===== src/hdl/srcs_pkg.sv =====
`timescale 1ns / 1ps
// ----------------------------------------------------------------------------
// srcs_pkg
// Shared constants and the pipeline stage record of the stick curve shaper.
// ----------------------------------------------------------------------------
package srcs_pkg;

  localparam int FracBits = 14;
  localparam logic [15:0] One = 16'd16384;

  // Configuration register indexes.
  localparam logic [2:0] REG_CURVE_MODE     = 3'd0;
  localparam logic [2:0] REG_OUTPUT_SCALE   = 3'd1;
  localparam logic [2:0] REG_EXPO_COEFF     = 3'd2;
  localparam logic [2:0] REG_EXPO_RATE      = 3'd3;
  localparam logic [2:0] REG_DEADZONE_WIDTH = 3'd4;
  localparam logic [2:0] REG_DEADZONE_FIRST = 3'd5;

  // Curve codes.
  localparam logic [3:0] MODE_LINEAR  = 4'd0;
  localparam logic [3:0] MODE_SQUARE  = 4'd1;
  localparam logic [3:0] MODE_CUBE    = 4'd2;
  localparam logic [3:0] MODE_ROOT    = 4'd3;
  localparam logic [3:0] MODE_SCURVE  = 4'd5;
  localparam logic [3:0] MODE_DZ_LIN  = 4'd6;
  localparam logic [3:0] MODE_EXPO    = 4'd7;

  typedef struct packed {
    logic signed [15:0] x;
    logic signed [16:0] c;
    logic               neg;
    logic        [14:0] q;
    logic signed [15:0] k;
    logic        [15:0] eq;
    logic signed [17:0] t;
    logic signed [18:0] u;
    logic               dz_zero;
    logic               dz_ovf;
    logic        [14:0] drem;
    logic        [15:0] dnum;
    logic        [15:0] dquo;
    logic        [29:0] sv;
    logic        [17:0] srem;
    logic        [14:0] sroot;
    logic signed [18:0] y;
    logic signed [20:0] ys;
    logic signed [15:0] res;
    logic               sat;
  } stage_t;

endpackage


===== src/hdl/srcs_iter_stage.sv =====
`timescale 1ns / 1ps
// ----------------------------------------------------------------------------
// srcs_iter_stage
// One step of the restoring divider and of the digit-by-digit square root.
// ----------------------------------------------------------------------------
module srcs_iter_stage
  import srcs_pkg::*;
#(
  parameter int DIV_BIT   = 15,
  parameter int ROOT_PAIR = 14
) (
  input  stage_t      st_i,
  input  logic [14:0] divisor_i,
  output stage_t      st_o
);

  // The last divider step has no root pair left; keep the select in range.
  localparam int RootSel = (ROOT_PAIR >= 0) ? ROOT_PAIR : 0;

  logic [15:0] rem2;
  logic [19:0] rem4;
  logic [19:0] trial;

  always_comb begin
    st_o = st_i;
    // Division: shift in one numerator bit, subtract when it fits.
    rem2 = {st_i.drem, st_i.dnum[DIV_BIT]};
    if (rem2 >= {1'b0, divisor_i}) begin
      st_o.drem = 15'(rem2 - {1'b0, divisor_i});
      st_o.dquo = {st_i.dquo[14:0], 1'b1};
    end else begin
      st_o.drem = rem2[14:0];
      st_o.dquo = {st_i.dquo[14:0], 1'b0};
    end
    rem4  = '0;
    trial = '0;
    if (ROOT_PAIR >= 0) begin
      rem4  = {st_i.srem, st_i.sv[2*RootSel+1 -: 2]};
      trial = {3'b000, st_i.sroot, 2'b01};
      if (rem4 >= trial) begin
        st_o.srem  = 18'(rem4 - trial);
        st_o.sroot = {st_i.sroot[13:0], 1'b1};
      end else begin
        st_o.srem  = rem4[17:0];
        st_o.sroot = {st_i.sroot[13:0], 1'b0};
      end
    end
  end

endmodule


===== config.mk =====
export PLATFORM = sky130hd
export DESIGN_NAME = srcs_iter_stage
export DESIGN_NICKNAME = d
export VERILOG_FILES = /design/src/hdl/srcs_pkg.sv /design/src/hdl/srcs_iter_stage.sv
export SDC_FILE = /design/constraint.sdc
export NUM_CORES = 1
export LEC_CHECK = 0
export BUFFER_PORTS_ARGS = -buffer_cell sky130_fd_sc_hd__buf_4
export CAP_MARGIN = 10
export CORE_AREA = 5 5 229 231
export DETAILED_ROUTE_END_ITERATION = 7
export DIE_AREA = 0 0 234 236
export PLACE_DENSITY_LB_ADDON = 0.15
export SYNTH_ARGS = -nofsm -noshare
export SYNTH_HDL_FRONTEND = slang
export SYNTH_SLANG_ARGS = --single-unit

===== constraint.sdc =====
create_clock -name vclk -period 3.8
set_input_delay 0.76 -clock vclk [all_inputs]
set_output_delay 0.76 -clock vclk [all_outputs]
set_load 0.01 [all_outputs]

==> summary.md <==
| Metric | Value |
|---|---|
| Worst setup SP type | input pin |
| I/O Buffers | between 100 and 150 |
| # clk buffers | 0 |
| Hold Crit Class | input pin to primary output |
| Area leader, netlist | buf_4 |
| Core Rows | 82 |
| Slew Viols, Final | 0 |
| Peak supply drop | roughly 0.055 mV |
| Seq/Total Area, Yosys | 0% |
| Post-synthesis cell area | a little over 4000 um^2 |
| Dpl hpwl | ~14 mm |
| First-pass GRT wire length | around 22 mm |
| Die height | around 240 um |
| Total GRT Usage | between 5 and 6% |
| Seq_cells | 0 |
| Vias in the first global route | 3457 |
| Drt wl/cell | about 14 um |
| Mapped Nets | 894 |
| Vias per cell | approximately 2.8 |
| Worst Setup EP | st_o[164] |
| Core area | 49900 um^2 |
| Max FO, Critical Path | 8 |
| Unrepaired setup endpoints after global routing | yes |
| Critical Path Start | st_i[151] |
| Required time of the critical path | 3040 ps |
| Pre-CTS WS | -148 ps |
| CP Capture Type | primary output |
| Placed Cells | between 1000 and 1500 |
| Cell Pwr Density | between 150 and 200 nW/um^2 |
| Congestion Overflow GR | 0 |
| I/O pin total | 589 |
| Library cells used by synthesis | 55 |
| Starting density of the core | roughly 8% |
| Pre-antenna DRT Iters | 5 |
| Synth Warn # | 0 |
| Share of cells above drive strength 1 | 43.5% |
| Nets@finish | 794 |
| Relative slew slack | 47.3% |
| Final hold viol count | 0 |
| DRC | 0 |
| Die width | 234 um |
| Final setup viols | 0 |
| Area Growth Syn to Fin | 5.63% |
| Status | finished, final reports clean |
| Die ar. | 55200 um^2 |
| Routed Antenna Nets | 0 |
| Synth top area cells | buf_4 (47%), ha_1 (9.8%), xnor2_1 (4.3%) |
| Initial antenna violation count | 1 |
| Non-filler cells, final | around 1100 |
| RD Place Congestion | 0.681 |
| Via count | 3131 |
| Synthesized netlist cell count | 559 |
| DR iter-0 viols | about 110 |
| Slew @ Worst Pin | 786 ps |
| Reg area | 0 um^2 |
| Crit path arrival time | roughly 3000 ps |
| Leak | 1.85 nW |
| Largest net degree at the start of global routing | 28 |
| Critical path class | input pin to primary output |
| Post-Route WL | 15.5 mm |
| Final period util | 99.2% |
| Setup TNS | 0 ps |
| Max frequency | ~270 MHz |
| ANT cells | 0 |
| Cts hold-fix bufs | 0 |
| Area share of the largest cell type after synthesis | 46.7% |
| MaxCap Viol Count | 0 |
| Mean post-synth cell area | 7.27 um^2 |
| PnR worst setup slack | 29.8 ps |
| Final worst path period need | 3770 ps |
[final cells by class]
type / instances / area, um^2
Multi-Input combinational cell: 257 / 2030
Inverter: 41 / 156
Fill cell: 5963 / 45600
Timing Repair Buffer: 159 / 1270
Tap cell: 672 / 841
[cells in the final DEF (no fill, tap or decap), types with 3 or more instances in the layout]
master / synthesis / layout
and3_1: 5 / 5
nand2b_1: 3 / 3
nor3_1: 4 / 3
mux2_4: 9 / 11
nand4_1: 5 / 5
nand2_1: 18 / 18
xor2_1: 4 / 4
a21o_1: 7 / 7
nor2_1: 25 / 25
or3_1: 5 / 5
o21ai_0: 20 / 20
inv_1: 41 / 39
xnor2_1: 20 / 20
a21oi_1: 29 / 29
o21bai_1: 4 / 3
ha_1: 32 / 29
o21a_1: 3 / 3
nand3_1: 6 / 6
buf_6: 2 / 14
buf_4: 253 / 143
a211oi_1: 7 / 6
a31oi_1: 3 / 3
nor2b_1: 3 / 3
mux2_2: 8 / 6
o211ai_1: 5 / 5
[Yosys cell counts (2+ instances only)]
master	number
o21a_1	3
or3_1	5
o21bai_1	4
inv_1	41
o211ai_1	5
mux2_4	9
nand2_1	18
a21oi_2	2
mux2_2	8
xnor2_1	20
a21o_1	7
buf_2	2
nand2b_1	3
mux2i_1	2
o21ai_0	20
clkbuf_1	3
nand3_1	6
nand4_1	5
nor2b_1	3
and3_1	5
buf_6	2
a31oi_1	3
nor2_1	25
a211oi_1	7
nor4_1	2
nor3_1	4
a21oi_1	29
ha_1	32
buf_4	253
a211o_1	2
xor2_1	4
a31o_2	2
[layer usage]
layer  GRT usage (%)  vias up  share of wire, %
met2            7.61      309                41
li1                -     1412                 -
met4            2.10        4               4.4
met3            3.51       86                17
met1            5.44     1320                37
met5           0.625        -              0.37
[power by group]
group	switching, W	leakage (nW)	internal (W)
clock network	0	0	0
logic	0.000365	1.85	0.000401
registers	0	0	0
total	0.000365	1.85	0.000401
[stage by stage]
stage	instance area [um^2]	hold slack [ps]	utilization [%]	power (W)
final	4290	1520	8.61	0.000766
after global routing	4290	1520	8.61	0.000842
after CTS	4270	1520	8.57	0.000782
after detailed placement	4150	1520	8.31	0.000740
after global placement	4150	1520	8.31	0.000751
after floorplan	4070	1610	-	0.000649
[worst min-delay path by stage]
stage,start,endpoint,depth (start not counted)
detailed placement,st_i[113],st_o[113],0
global route,st_i[124],st_o[125],0
finish,st_i[47],st_o[47],0
global placement,st_i[113],st_o[113],0
CTS,st_i[113],st_o[113],0
floorplan,st_i[87],st_o[89],1
[what timing repair did]
action | CTS | global route
endpoints found under the hold margin | 0 | 0
resized for setup | 24 | 8
cloned | 1 | 0
setup endpoints to repair | 15 | 25
pin swaps | 10 | 7
setup buffers | 3 | 0
[logic make-up after synthesis]
group	after synthesis	share of synthesized area (%)
xor+xnor	24	5.17
buf+inv	303	51.8
fa+ha+maj	33	10.3
simple gates	79	9.48
mux	19	6.03
compound gates	101	17.2
[worst max-delay path, cell delays in order]
cell	delay, ps
buf_8	100
inv_4	50
ha_4	140
inv_2	40
fa_2	330
a21o_1	230
a221oi_4	280
o211ai_2	140
a21oi_4	260
o21ai_4	170
mux2_4	380
buf_6	120
Note: power is estimated with default switching activity, not from simulation.
